==> config.mk <==
export PLATFORM = sky130hd
export DESIGN_NAME = lump_packet_deframer_flat
export DESIGN_NICKNAME = d
export VERILOG_FILES = /design/src/hw/rtl/lpd_pkg.sv /design/src/hw/rtl/lpd_in_if.sv /design/src/hw/rtl/lpd_out_if.sv /design/src/hw/rtl/lump_packet_deframer.sv /design/src/hw/rtl/lpd_parse_core.sv /design/src/flat_wrapper.sv
export SDC_FILE = /design/constraint.sdc
export NUM_CORES = 1
export LEC_CHECK = 0
export ABC_AREA = 1
export BUFFER_PORTS_ARGS = -buffer_cell sky130_fd_sc_hd__buf_2
export CORE_UTILIZATION = 50
export CTS_CLUSTER_SIZE = 28
export DETAILED_ROUTE_END_ITERATION = 8
export PLACE_DENSITY_LB_ADDON = 0.2
export SLEW_MARGIN = 10
export SYNTH_ARGS = -nofsm -noshare
export SYNTH_HDL_FRONTEND = slang
export SYNTH_SLANG_ARGS = --single-unit
export TNS_END_PERCENT = 50
==> constraint.sdc <==
create_clock -name clk -period 7.63 [get_ports clk]
set_input_delay 1.526 -clock clk [delete_from_list [all_inputs] [get_ports clk]]
set_output_delay 1.526 -clock clk [all_outputs]
set_load 0.01 [all_outputs]
==> src/hw/rtl/lpd_pkg.sv <==
// ----------------------------------------------------------------------------
// Lump packet deframer package
// Shared types, packet id codes, fault codes and the fixed length table.
// ----------------------------------------------------------------------------
package lpd_pkg;

  // Widths fixed by the word format.
  localparam int LEN_W          = 16;
  localparam int HDR_POS_W      = 4;
  localparam int COUNT_WIDTH_DEF = 16;

  // Ids at or above this count have no table entry.
  localparam int TABLE_ENTRIES  = 177;

  // Packet ids that need more than a table lookup.
  localparam logic [7:0] ID_CHAT    = 8'h26;
  localparam logic [7:0] ID_LEN16   = 8'h5b;
  localparam logic [7:0] ID_LEN3X   = 8'h94;
  localparam logic [7:0] ID_LEN_B6A = 8'ha8;
  localparam logic [7:0] ID_LEN_B6B = 8'haa;
  localparam logic [7:0] ID_LEN_B12 = 8'hac;
  localparam logic [7:0] ID_LEN16P3 = 8'hae;
  localparam logic [7:0] ID_LEN_B2A = 8'h9c;
  localparam logic [7:0] ID_LEN_B2B = 8'h9d;

  // Chat strings only count zero bytes from this packet position onwards.
  localparam int CHAT_BODY_POS = 10;

  // Fault codes.
  localparam logic [1:0] F_NONE = 2'd0;
  localparam logic [1:0] F_ID   = 2'd1;
  localparam logic [1:0] F_LEN  = 2'd2;
  localparam logic [1:0] F_MID  = 2'd3;

  // Fixed packet lengths; zero means the id has no fixed length.
  localparam logic [7:0] LEN_TABLE [TABLE_ENTRIES] = '{
    8'd1,  8'd8,  8'd1,  8'd12, 8'd1,  8'd1,  8'd1,  8'd6,
    8'd6,  8'd11, 8'd6,  8'd6,  8'd9,  8'd13, 8'd12, 8'd16,
    8'd16, 8'd8,  8'd26, 8'd14, 8'd18, 8'd11, 8'd0,  8'd0,
    8'd15, 8'd2,  8'd2,  8'd3,  8'd5,  8'd3,  8'd4,  8'd6,
    8'd10, 8'd12, 8'd12, 8'd13, 8'd90, 8'd90, 8'd0,  8'd40,
    8'd103, 8'd97, 8'd15, 8'd0, 8'd8,  8'd0,  8'd0,  8'd0,
    8'd0,  8'd0,  8'd0,  8'd0,  8'd0,  8'd0,  8'd0,  8'd0,
    8'd0,  8'd0,  8'd0,  8'd0,  8'd0,  8'd0,  8'd34, 8'd8,
    8'd13, 8'd0,  8'd6,  8'd0,  8'd0,  8'd13, 8'd0,  8'd11,
    8'd11, 8'd0,  8'd0,  8'd0,  8'd16, 8'd17, 8'd7,  8'd1,
    8'd15, 8'd14, 8'd42, 8'd10, 8'd3,  8'd0,  8'd0,  8'd14,
    8'd7,  8'd26, 8'd40, 8'd0,  8'd5,  8'd6,  8'd38, 8'd5,
    8'd7,  8'd2,  8'd7,  8'd21, 8'd0,  8'd7,  8'd7,  8'd16,
    8'd21, 8'd12, 8'd12, 8'd16, 8'd16, 8'd10, 8'd1,  8'd1,
    8'd1,  8'd1,  8'd1,  8'd32, 8'd10, 8'd13, 8'd6,  8'd2,
    8'd21, 8'd6,  8'd13, 8'd8,  8'd6,  8'd18, 8'd5,  8'd10,
    8'd4,  8'd20, 8'd29, 8'd0,  8'd0,  8'd0,  8'd0,  8'd0,
    8'd0,  8'd2,  8'd6,  8'd6,  8'd11, 8'd7,  8'd10, 8'd33,
    8'd13, 8'd26, 8'd6,  8'd8,  8'd0,  8'd13, 8'd9,  8'd1,
    8'd7,  8'd16, 8'd17, 8'd7,  8'd0,  8'd0,  8'd7,  8'd8,
    8'd10, 8'd7,  8'd8,  8'd24, 8'd3,  8'd8,  8'd0,  8'd7,
    8'd0,  8'd7,  8'd0,  8'd7,  8'd0,  8'd0,  8'd0,  8'd0,
    8'd1
  };

  // Input word.
  typedef struct packed {
    logic [7:0] in_byte;
    logic       lump_last;
  } lpd_in_t;

  // Result word.
  typedef struct packed {
    logic [7:0] out_byte;
    logic       pkt_first;
    logic       pkt_last;
    logic       lump_done;
    logic       lump_good;
    logic [1:0] fault;
  } lpd_out_t;

  // Fixed length of an id, zero when it has none.
  function automatic logic [7:0] fixed_len(input logic [7:0] id);
    logic [7:0] len;
    len = 8'd0;
    if (int'(id) < TABLE_ENTRIES) begin
      len = LEN_TABLE[id];
    end
    return len;
  endfunction

  // Position of the byte that completes the length header, zero if none.
  function automatic logic [HDR_POS_W-1:0] header_pos(input logic [7:0] id);
    logic [HDR_POS_W-1:0] pos;
    case (id)
      ID_LEN3X:                                     pos = 4'd1;
      ID_LEN16, ID_LEN16P3, ID_LEN_B2A, ID_LEN_B2B: pos = 4'd2;
      ID_LEN_B6A, ID_LEN_B6B:                       pos = 4'd6;
      ID_LEN_B12:                                   pos = 4'd12;
      default:                                      pos = 4'd0;
    endcase
    return pos;
  endfunction

endpackage

==> src/hw/rtl/lpd_in_if.sv <==
// ----------------------------------------------------------------------------
// Lump byte input channel
// Valid/ready channel that carries one lump byte and its end-of-lump mark.
// ----------------------------------------------------------------------------
interface lpd_in_if;
  logic             valid;
  logic             ready;
  lpd_pkg::lpd_in_t data;

  modport source (output valid, output data, input ready);
  modport sink (input valid, input data, output ready);
endinterface

==> src/hw/rtl/lpd_out_if.sv <==
// ----------------------------------------------------------------------------
// Deframer result channel
// Valid/ready channel that carries one marked byte and the lump status.
// ----------------------------------------------------------------------------
interface lpd_out_if;
  logic              valid;
  logic              ready;
  lpd_pkg::lpd_out_t data;

  modport source (output valid, output data, input ready);
  modport sink (input valid, input data, output ready);
endinterface

==> src/hw/rtl/lump_packet_deframer.sv <==
// ----------------------------------------------------------------------------
// Lump packet deframer
// Marks packet boundaries in a decompressed lump byte stream.
// ----------------------------------------------------------------------------
// The block takes one lump byte per cycle and returns it in the next cycle,
// marked where a packet opens and where it completes. Each accepted word
// gives exactly one result word; the lump's last byte also carries whether
// the lump split cleanly and, if not, its first fault. A single output
// register parts the two sides: input ready is high whenever that register
// is empty or being emptied in the same cycle, so a sustained rate of one
// word per clock holds as long as the result side takes its words.
module lump_packet_deframer #(
  parameter int COUNT_WIDTH = lpd_pkg::COUNT_WIDTH_DEF
) (
  input  logic      clk,
  input  logic      rst_n,
  lpd_in_if.sink    in_s,
  lpd_out_if.source out_s
);
  import lpd_pkg::*;

  logic     accept;
  lpd_out_t res;
  logic     out_valid_r;
  lpd_out_t out_data_r;

  assign in_s.ready = !out_valid_r || out_s.ready;
  assign accept     = in_s.valid && in_s.ready;

  lpd_parse_core #(
    .COUNT_WIDTH (COUNT_WIDTH)
  ) u_core (
    .clk     (clk),
    .rst_n   (rst_n),
    .step    (accept),
    .in_word (in_s.data),
    .res     (res)
  );

  // Result register.
  always_ff @(posedge clk) begin
    if (!rst_n) begin
      out_valid_r <= 1'b0;
    end else if (accept) begin
      out_valid_r <= 1'b1;
    end else if (out_s.ready) begin
      out_valid_r <= 1'b0;
    end
  end

  always_ff @(posedge clk) begin
    if (accept) begin
      out_data_r <= res;
    end
  end

  assign out_s.valid = out_valid_r;
  assign out_s.data  = out_data_r;

  // A good lump report carries no fault.
  a_good_clean: assert property (@(posedge clk) disable iff (!rst_n)
    out_valid_r && out_data_r.lump_good |->
      out_data_r.lump_done && out_data_r.fault == F_NONE)
    else $error("good lump reported with a fault");

  // A byte that opens a packet cannot carry an id or length fault.
  a_first_fault: assert property (@(posedge clk) disable iff (!rst_n)
    out_valid_r && out_data_r.pkt_first |->
      out_data_r.fault != F_ID && out_data_r.fault != F_LEN)
    else $error("packet opened on a faulty byte");

  // Each accepted word appears as the next result.
  a_result_follows: assert property (@(posedge clk) disable iff (!rst_n)
    accept |=> out_valid_r && out_data_r.out_byte == $past(in_s.data.in_byte))
    else $error("result does not follow accepted word");

endmodule

==> src/hw/rtl/lpd_parse_core.sv <==
// ----------------------------------------------------------------------------
// Lump packet parser
// Holds the packet tracking state and works out the marks for each word.
// ----------------------------------------------------------------------------
module lpd_parse_core #(
  parameter int COUNT_WIDTH = lpd_pkg::COUNT_WIDTH_DEF
) (
  input  logic              clk,
  input  logic              rst_n,
  input  logic              step,
  input  lpd_pkg::lpd_in_t  in_word,
  output lpd_pkg::lpd_out_t res
);
  import lpd_pkg::*;

  localparam logic [2:0] PH_IDLE   = 3'd0;
  localparam logic [2:0] PH_FIXED  = 3'd1;
  localparam logic [2:0] PH_HEADER = 3'd2;
  localparam logic [2:0] PH_CHAT   = 3'd3;
  localparam logic [2:0] PH_SKIP   = 3'd4;

  localparam int CMP_W = COUNT_WIDTH + 1;
  localparam int SLEN_W = LEN_W + 2;

  logic [2:0]             phase_r, phase_nxt;
  logic [COUNT_WIDTH-1:0] pos_r, pos_nxt, pos_inc;
  logic [LEN_W-1:0]       exp_len_r, exp_len_nxt;
  logic [7:0]             cur_id_r, cur_id_nxt;
  logic [7:0]             len_low_r, len_low_nxt;
  logic                   chat_zero_r, chat_zero_nxt;
  logic                   failed_r, failed_nxt;
  logic [1:0]             first_fault_r, first_fault_nxt;

  logic [7:0]             b;
  logic [7:0]             tab_len;
  logic [HDR_POS_W-1:0]   hp;
  logic signed [SLEN_W-1:0] len_s, raw_s, hdr_end_s;
  logic [1:0]             flt;
  logic                   first, plast;

  assign b       = in_word.in_byte;
  assign tab_len = fixed_len(b);
  assign hp      = header_pos(cur_id_r);
  assign pos_inc = (pos_r == {COUNT_WIDTH{1'b1}}) ? pos_r : pos_r + 1'b1;

  // Length carried by the header, as a signed value wide enough for all forms.
  always_comb begin
    raw_s     = signed'({{2{b[7]}}, b, len_low_r});
    hdr_end_s = signed'(SLEN_W'(hp) + SLEN_W'(1));
    case (cur_id_r)
      ID_LEN3X:   len_s = signed'(SLEN_W'({b, 1'b0}) + SLEN_W'(b) + SLEN_W'(6));
      ID_LEN16:   len_s = raw_s;
      ID_LEN16P3: len_s = raw_s + SLEN_W'(3);
      default:    len_s = signed'(SLEN_W'(b));
    endcase
  end

  // Per-byte packet tracking.
  always_comb begin
    phase_nxt       = phase_r;
    pos_nxt         = pos_r;
    exp_len_nxt     = exp_len_r;
    cur_id_nxt      = cur_id_r;
    len_low_nxt     = len_low_r;
    chat_zero_nxt   = chat_zero_r;
    failed_nxt      = failed_r;
    first_fault_nxt = first_fault_r;
    flt             = F_NONE;
    first           = 1'b0;
    plast           = 1'b0;

    case (phase_r)
      PH_IDLE: begin
        cur_id_nxt    = b;
        pos_nxt       = '0;
        exp_len_nxt   = '0;
        chat_zero_nxt = 1'b0;
        if (b == ID_CHAT) begin
          first     = 1'b1;
          phase_nxt = PH_CHAT;
        end else if (header_pos(b) != '0) begin
          first     = 1'b1;
          phase_nxt = PH_HEADER;
        end else if (tab_len != 8'd0) begin
          first       = 1'b1;
          exp_len_nxt = LEN_W'(tab_len);
          if (tab_len == 8'd1) begin
            plast = 1'b1;
          end else begin
            phase_nxt = PH_FIXED;
          end
        end else begin
          flt = F_ID;
        end
      end
      PH_FIXED: begin
        pos_nxt = pos_inc;
        if (CMP_W'(pos_inc) + CMP_W'(1) >= CMP_W'(exp_len_r)) begin
          plast     = 1'b1;
          phase_nxt = PH_IDLE;
        end
      end
      PH_CHAT: begin
        pos_nxt = pos_inc;
        if (pos_inc >= COUNT_WIDTH'(CHAT_BODY_POS) && b == 8'd0) begin
          if (chat_zero_r) begin
            plast     = 1'b1;
            phase_nxt = PH_IDLE;
          end else begin
            chat_zero_nxt = 1'b1;
          end
        end
      end
      PH_HEADER: begin
        pos_nxt = pos_inc;
        if (pos_inc == COUNT_WIDTH'(1)) begin
          len_low_nxt = b;
        end
        if (pos_inc == COUNT_WIDTH'(hp)) begin
          if (len_s < hdr_end_s) begin
            flt = F_LEN;
          end else if (len_s == hdr_end_s) begin
            plast     = 1'b1;
            phase_nxt = PH_IDLE;
          end else begin
            exp_len_nxt = len_s[LEN_W-1:0];
            phase_nxt   = PH_FIXED;
          end
        end
      end
      default: begin
        phase_nxt = PH_SKIP;
      end
    endcase

    // A fault skips the rest of the lump; only the first one is kept.
    if (flt != F_NONE) begin
      if (!failed_r) begin
        failed_nxt      = 1'b1;
        first_fault_nxt = flt;
      end
      phase_nxt = PH_SKIP;
    end

    res.out_byte  = b;
    res.pkt_first = first;
    res.pkt_last  = plast;
    res.lump_done = in_word.lump_last;
    res.lump_good = 1'b0;
    res.fault     = flt;

    // The lump's final byte reports its status and starts a fresh lump.
    if (in_word.lump_last) begin
      if (!failed_nxt && phase_nxt != PH_IDLE) begin
        failed_nxt      = 1'b1;
        first_fault_nxt = F_MID;
      end
      res.lump_good   = !failed_nxt;
      res.fault       = first_fault_nxt;
      phase_nxt       = PH_IDLE;
      failed_nxt      = 1'b0;
      first_fault_nxt = F_NONE;
    end
  end

  // Control state.
  always_ff @(posedge clk) begin
    if (!rst_n) begin
      phase_r       <= PH_IDLE;
      failed_r      <= 1'b0;
      first_fault_r <= F_NONE;
    end else if (step) begin
      phase_r       <= phase_nxt;
      failed_r      <= failed_nxt;
      first_fault_r <= first_fault_nxt;
    end
  end

  // Packet working registers, updated on every accepted word.
  always_ff @(posedge clk) begin
    if (step) begin
      pos_r       <= pos_nxt;
      exp_len_r   <= exp_len_nxt;
      cur_id_r    <= cur_id_nxt;
      len_low_r   <= len_low_nxt;
      chat_zero_r <= chat_zero_nxt;
    end
  end

  // A skipped lump has always recorded its fault.
  a_skip_failed: assert property (@(posedge clk) disable iff (!rst_n)
    phase_r == PH_SKIP |-> failed_r && first_fault_r != F_NONE)
    else $error("skipping without a recorded fault");

  // Every lump starts from a clean state.
  a_lump_clear: assert property (@(posedge clk) disable iff (!rst_n)
    step && in_word.lump_last |=> phase_r == PH_IDLE && !failed_r)
    else $error("lump state not cleared after last byte");

  // Only the idle phase accepts a packet id.
  a_first_idle: assert property (@(posedge clk) disable iff (!rst_n)
    res.pkt_first |-> phase_r == PH_IDLE)
    else $error("packet opened outside the idle phase");

endmodule
==> src/flat_wrapper.sv <==
// flat-port wrapper written by rule: the top's interface ports become plain ports
module lump_packet_deframer_flat import lpd_pkg::*;
#(
  parameter int COUNT_WIDTH = lpd_pkg::COUNT_WIDTH_DEF
)
  (clk, rst_n, in_s_valid, in_s_data, in_s_ready, out_s_valid, out_s_data, out_s_ready);
  lpd_in_if in_s_i ();
  lpd_out_if out_s_i ();
  input  logic clk;
  input  logic rst_n;
  input wire logic [$bits(in_s_i.valid)-1:0] in_s_valid;
  input wire logic [$bits(in_s_i.data)-1:0] in_s_data;
  output wire logic [$bits(in_s_i.ready)-1:0] in_s_ready;
  output wire logic [$bits(out_s_i.valid)-1:0] out_s_valid;
  output wire logic [$bits(out_s_i.data)-1:0] out_s_data;
  input wire logic [$bits(out_s_i.ready)-1:0] out_s_ready;
  assign in_s_i.valid = in_s_valid;
  assign in_s_i.data = in_s_data;
  assign in_s_ready = in_s_i.ready;
  assign out_s_valid = out_s_i.valid;
  assign out_s_data = out_s_i.data;
  assign out_s_i.ready = out_s_ready;
  lump_packet_deframer #(.COUNT_WIDTH(COUNT_WIDTH)) u_core (.clk(clk), .rst_n(rst_n), .in_s(in_s_i), .out_s(out_s_i));
endmodule
* Word level (Yosys, flattened, before mapping) *
Memories as Yosys holds them, arrays and structs flattened.
Index checks and enable logic that the tools add are counted.

storage, ports and cells
  memories = 1
  bits in registers = 70
  logic and storage cells = 147
  bits in read-only memories = 2048

memory list
  memory           depth  width  read ports  clocked after Yosys merged registers in  write ports  line           source
  (no name shown)  256    8      1           0                                        0            lpd_pkg.sv:83  len = LEN_TABLE[id];

cells by class
  equal/unequal tests = 29
  bitwise gates (word level) = 1
  add/sub/neg operators = 6
  reductions and logical operators = 27
  mux-type cells = 63
  $lt $le $gt $ge = 5

operators by type and width
  cell                                                                     number
  8-bit == test (second input constant)                                    14
  16-bit 2-to-1 mux                                                        4
  16-bit one-hot mux with 2 select lines                                   2
  18-bit one-hot mux with 3 select lines                                   1
  8-bit 2-to-1 mux                                                         6
  3-bit 2-to-1 mux                                                         11
  4-bit one-hot mux with 4 select lines                                    2
  1-bit 2-to-1 mux                                                         24
  18-bit by 6-bit == test with 1-bit output                                1
  18-bit by 6-bit < comparator with 1-bit output                           1
  16-bit by 1-bit adder with 17-bit output (second input constant)         1
  16-bit by 3-bit adder with 17-bit output (second input constant)         1
  17-bit by 16-bit >= comparator with 1-bit output                         1
  16-bit by 1-bit adder with 16-bit output (second input constant)         1
  16-bit by 1-bit == test with 1-bit output (second input constant)        1
  16-bit == test (second input constant)                                   1
  16-bit by 4-bit == test with 1-bit output                                1
  8-bit by 7-bit == test with 1-bit output (second input constant)         2
  16-bit by 4-bit >= comparator with 1-bit output (second input constant)  1
  2-bit 2-to-1 mux                                                         7
  3-bit one-hot mux with 4 select lines                                    1
  10-bit by 3-bit adder with 11-bit output (second input constant)         1
  9-bit by 8-bit adder with 10-bit output                                  1
  2-bit nonzero test                                                       5
  other kinds (27)                                                         40

* Longest topological paths before layout *
  depth in word-level cells = 17
  gate-level depth with buffers = 33
  depth with buffers taken out = 33

* Hierarchy *
Synthesis repeated with hierarchy kept, for this count alone.

second synthesis, totals
  cell total of the unflattened synthesis = 1101
  area total of the unflattened synthesis = 7343.3 um^2

modules (own cells, without submodules)
  module                cells an instance  times used  area each (um^2)  sequential area each (um^2)
  lpd_parse_core        1080               1           6871.6            1591.5
  lump_packet_deframer  21                 1           471.7             440.4

* Worst setup path after synthesis *
No wires, ideal clock.

  path kind = input-to-reg
  start point = input port in_s_data[3]
  end point = register u_core.u_core.exp_len_r[0], enable pin
  required time = 7.200 ns
  slack = 1.613 ns
  arrival time = 5.587 ns
  setup time = 0.430 ns
  buffers on the path = 2
  stages = 20
  cell sequence = buf_4 > inv_2 > buf_6 > ha_1 > inv_1 > ha_1 > fa_1 > a221oi_1 > nand2_1 > ha_1 > nand2_1 > inv_1 > nand4_1 > nor2_1 > nor2_1 > nand3_2 > nand3_1 > inv_1 > nor2_1 > nor4_1

on the way
  longest elaborated chain between the ends = 6

ends and longest elaborated chain
  element                                                                                                      line                                          source
  from (decl)                                                                                                  flat_wrapper.sv:12                            input wire logic [$bits(in_s_i.data)-1:0] in_s_data;
  9-bit by 8-bit adder with 10-bit output                                                                      lpd_parse_core.sv:51                          ID_LEN3X: len_s = signed'(SLEN_W'({b, 1'b0}) + SLEN_W'(b) + SLEN_W'(6));
  10-bit by 3-bit adder with 11-bit output                                                                     lpd_parse_core.sv:51
  18-bit one-hot mux with 3 select lines *                                                                     lpd_parse_core.sv:50                          case (cur_id_r)
  18-bit by 6-bit < comparator with 1-bit output or 18-bit by 6-bit == test with 1-bit output (tied branches)  lpd_parse_core.sv:120, lpd_parse_core.sv:122
  2-bit != test (no source line)                                                                               --
  5-bit AND reduction (no source line) *                                                                       --
  to (signal assigned)                                                                                         lpd_parse_core.sv:183                         exp_len_r <= exp_len_nxt;
  to (decl)                                                                                                    lpd_parse_core.sv:27                          logic [LEN_W-1:0] exp_len_r, exp_len_nxt;

Every way passes the cells marked *; elsewhere a longest branch is shown, timed or not.
A chain may end at the register's enable or synchronous reset.

==> impl_metrics.ini <==
[pwr]
vdd_drop_max_uv = 108
p_leak_nw = 3.75
powerDensity_nw_per_um2 = 158
power.total_mw = 1.21

[setup_path]
worstPathRequired_ns = 7.72
cp-start-kind = primary input
crit_fanout = 37
cp-end-kind = register
reg2regPathDepth = 31
worstSetupPathType = in2reg
regToRegStartpoint = u_core.u_core.pos_r[0]
r2r-end = u_core.out_s.data[0]
ff2ff_setup_slack_ns = 3.26
crit_arrival_ns = 5.35

[floorplanning]
rows = 43
coreArea_um2 = 13800
dieArea_um2 = 14600
die_w_um = 121
chipHeight_um = 121
num_io_pins = 29
initial_utilization = 0.512

[logic_synthesis]
synth_top_area_cell = edfxtp_1
synth_edf_count = 63
synth_nets = 1146
synthFlopType = edfxtp_1
ys.warnings.count = 0
ys_async_sr_fraction = 0
yosys.area.top_type_share = 0.267
netlist_area_um2 = 7080
yosys-top-cells-area = edfxtp_1 (27%), nand2_1 (17%), ha_1 (10%), nand3_1 (7.2%), nor2_1 (7.2%)
ys_seq_elements = 70
yosys-top-cells-count = nand2_1 (318), nor2_1 (135), inv_1 (131), nand3_1 (102), edfxtp_1 (63)
synth_most_common_cell = nand2_1
syn_inst = 1074
ys_types = 51
seq_area_frac_synth = 0.287
syn_avg_cell_area_um2 = 6.60

[finish]
finalNonFillerCells = 1276
utilization = 0.555
area_growth_pct = 8.32
nets = 1163
drive_gt1_frac = 0.0894
n_antenna_cell = 0
n_fill_cell = 1348
final_area_um2 = 7670

[clocking]
cts_resized = 0
cts_buffers = 9
clk_pin_slew_worst_paths_ns = 0.06
cts_setup_buffers = 0
insertion_delay_ns = 0.34
cts_hold_buf = 0
root_buffer = clkbuf_16
clk_path_buf_depth = 2
cts_tree = done
cts_sinks = 70
cts_max_level = 3

[detailed_routing]
wl_per_cell_um = 16.4
routed_wirelength_mm = 21.0
drc = 0
drtAntennaViolNets = 0
via_count = 7181
first_iter_violations = 580
via_per_inst = 5.63
firstDrtPassIters = 6

[timing]
slew_violations = 0
fmax_ghz = 0.190
period_needed_ns = 5.27
finalSetupViolations = 0
finalHoldViolCount = 0
worst_pin_slew_ns = 0.951
layout_setup_ws_ns = 2.36
rsz0062_at_grt = no
hold_ws_ns = 0.468
setup_tns_ns = 0
fin_skew_ns = 0.00640
max-slew-margin-rel = 0.365
fin_crit_sh = 0.690

[global_routing]
grt_pass1_vias = 6756
grt_max_degree = 38
grt_pass1_wl_mm = 34.0
overflow = 0
antenna_found_initial = 1
grt_usage = 0.303

[place]
port_buffers = 28
dp.cells = 1260
dp_hpwl_mm = 15.9
gp_congestion = 0.981
dpl_worst_slack_ns = 2.10
placed_area_um2 = 7350

[status]
run_status = finished, final reports clean

[hold_path]
min_path_cells = 2
hold_start = u_core.u_core.first_fault_r[0]
min_path_type = reg2reg
hold_end = u_core.u_core.first_fault_r[0]

[run]
drv_cap = 0
[placed cells by master, fill, tap and decap left out, types with 3 or more instances in the layout]
master,instances
a21oi_1,53
a31oi_1,4
buf_2,28
buf_4,5
clkbuf_16,9
dfxtp_1,7
edfxtp_1,63
ha_1,58
inv_1,131
inv_2,10
nand2_1,318
nand2_2,13
nand3_1,102
nand3_2,3
nand3b_1,8
nand4_1,23
nor2_1,134
nor2_2,7
nor2_4,5
nor3_1,11
o211ai_1,4
o21ai_0,38
o21ai_1,8
o21bai_1,3
o221ai_1,3
xor2_1,9
[flip-flops by register name (all words and copies together) (netlist names)]
register and cells:
u_core.u_core.first_fault_r 2, u_core.out_s.valid 1, u_core.u_core.cur_id_r 8, u_core.u_core.chat_zero_r 1, u_core.u_core.failed_r 1, u_core.out_s.data 14, u_core.u_core.exp_len_r 16, u_core.u_core.len_low_r 8
u_core.u_core.pos_r 16, u_core.u_core.phase_r 3
[where the power goes]
part	switching [mW]	internal [mW]
Clock	0.171	0.289
Sequential	0.0119	0.446
Combinational	0.200	0.0915
Total	0.382	0.827
[routing by layer]
layer  share of wire  track usage
met5         0.00086            0
met4           0.046        0.157
met3           0.077       0.0606
met2            0.45        0.486
met1            0.43        0.384
[critical path, cell delays in order]
cell and delay (ns):
buf_2 0.53, inv_2 0.42, ha_1 0.45, fa_1 0.50
a221oi_1 0.31, nand2_1 0.14, ha_1 0.32, a21o_1 0.18
nand4_1 0.08, nand2_1 0.05, nor2_1 0.13, nand3_2 0.10
nand2_1 0.13, nand2_1 0.08, nand2_1 0.11, nor2_1 0.07
nand3_1 0.09, a21boi_1 0.09
[logic make-up after synthesis]
family / share of synthesized area
xor gates and xnor gates: 0.0136
buffers and inverters: 0.0961
adders and majority gates: 0.105
AOI/OAI and AO/OA: 0.103
and+or+nand+nor: 0.395
DFF: 0.287
[worst max path at each step]
stage,startpoint,to,slack (ns),cells past startpoint
2_1_floorplan,in_s_data[3],u_core.u_core.exp_len_r[0],1.61,20
3_3_place_gp,in_s_data[4],u_core.u_core.exp_len_r[2],2.21,18
3_5_place_dp,in_s_data[3],u_core.u_core.exp_len_r[10],2.10,20
4_1_cts,in_s_data[4],u_core.u_core.exp_len_r[10],2.46,18
5_1_grt,in_s_data[3],u_core.u_core.exp_len_r[5],1.95,20
6_report,in_s_data[4],u_core.out_s.data[0],2.36,18
[final cells by class]
class,instances,area (um^2),area share
multi-input cells,835,4380,0.571
flip-flops and latches,70,2030,0.265
inverters,142,536,0.0698
clock buffers,10,229,0.0298
well taps,180,225,0.0293
repair buffers,33,178,0.0232
clock inverters,6,93.8,0.0122
(Power assumes the default switching activity.)
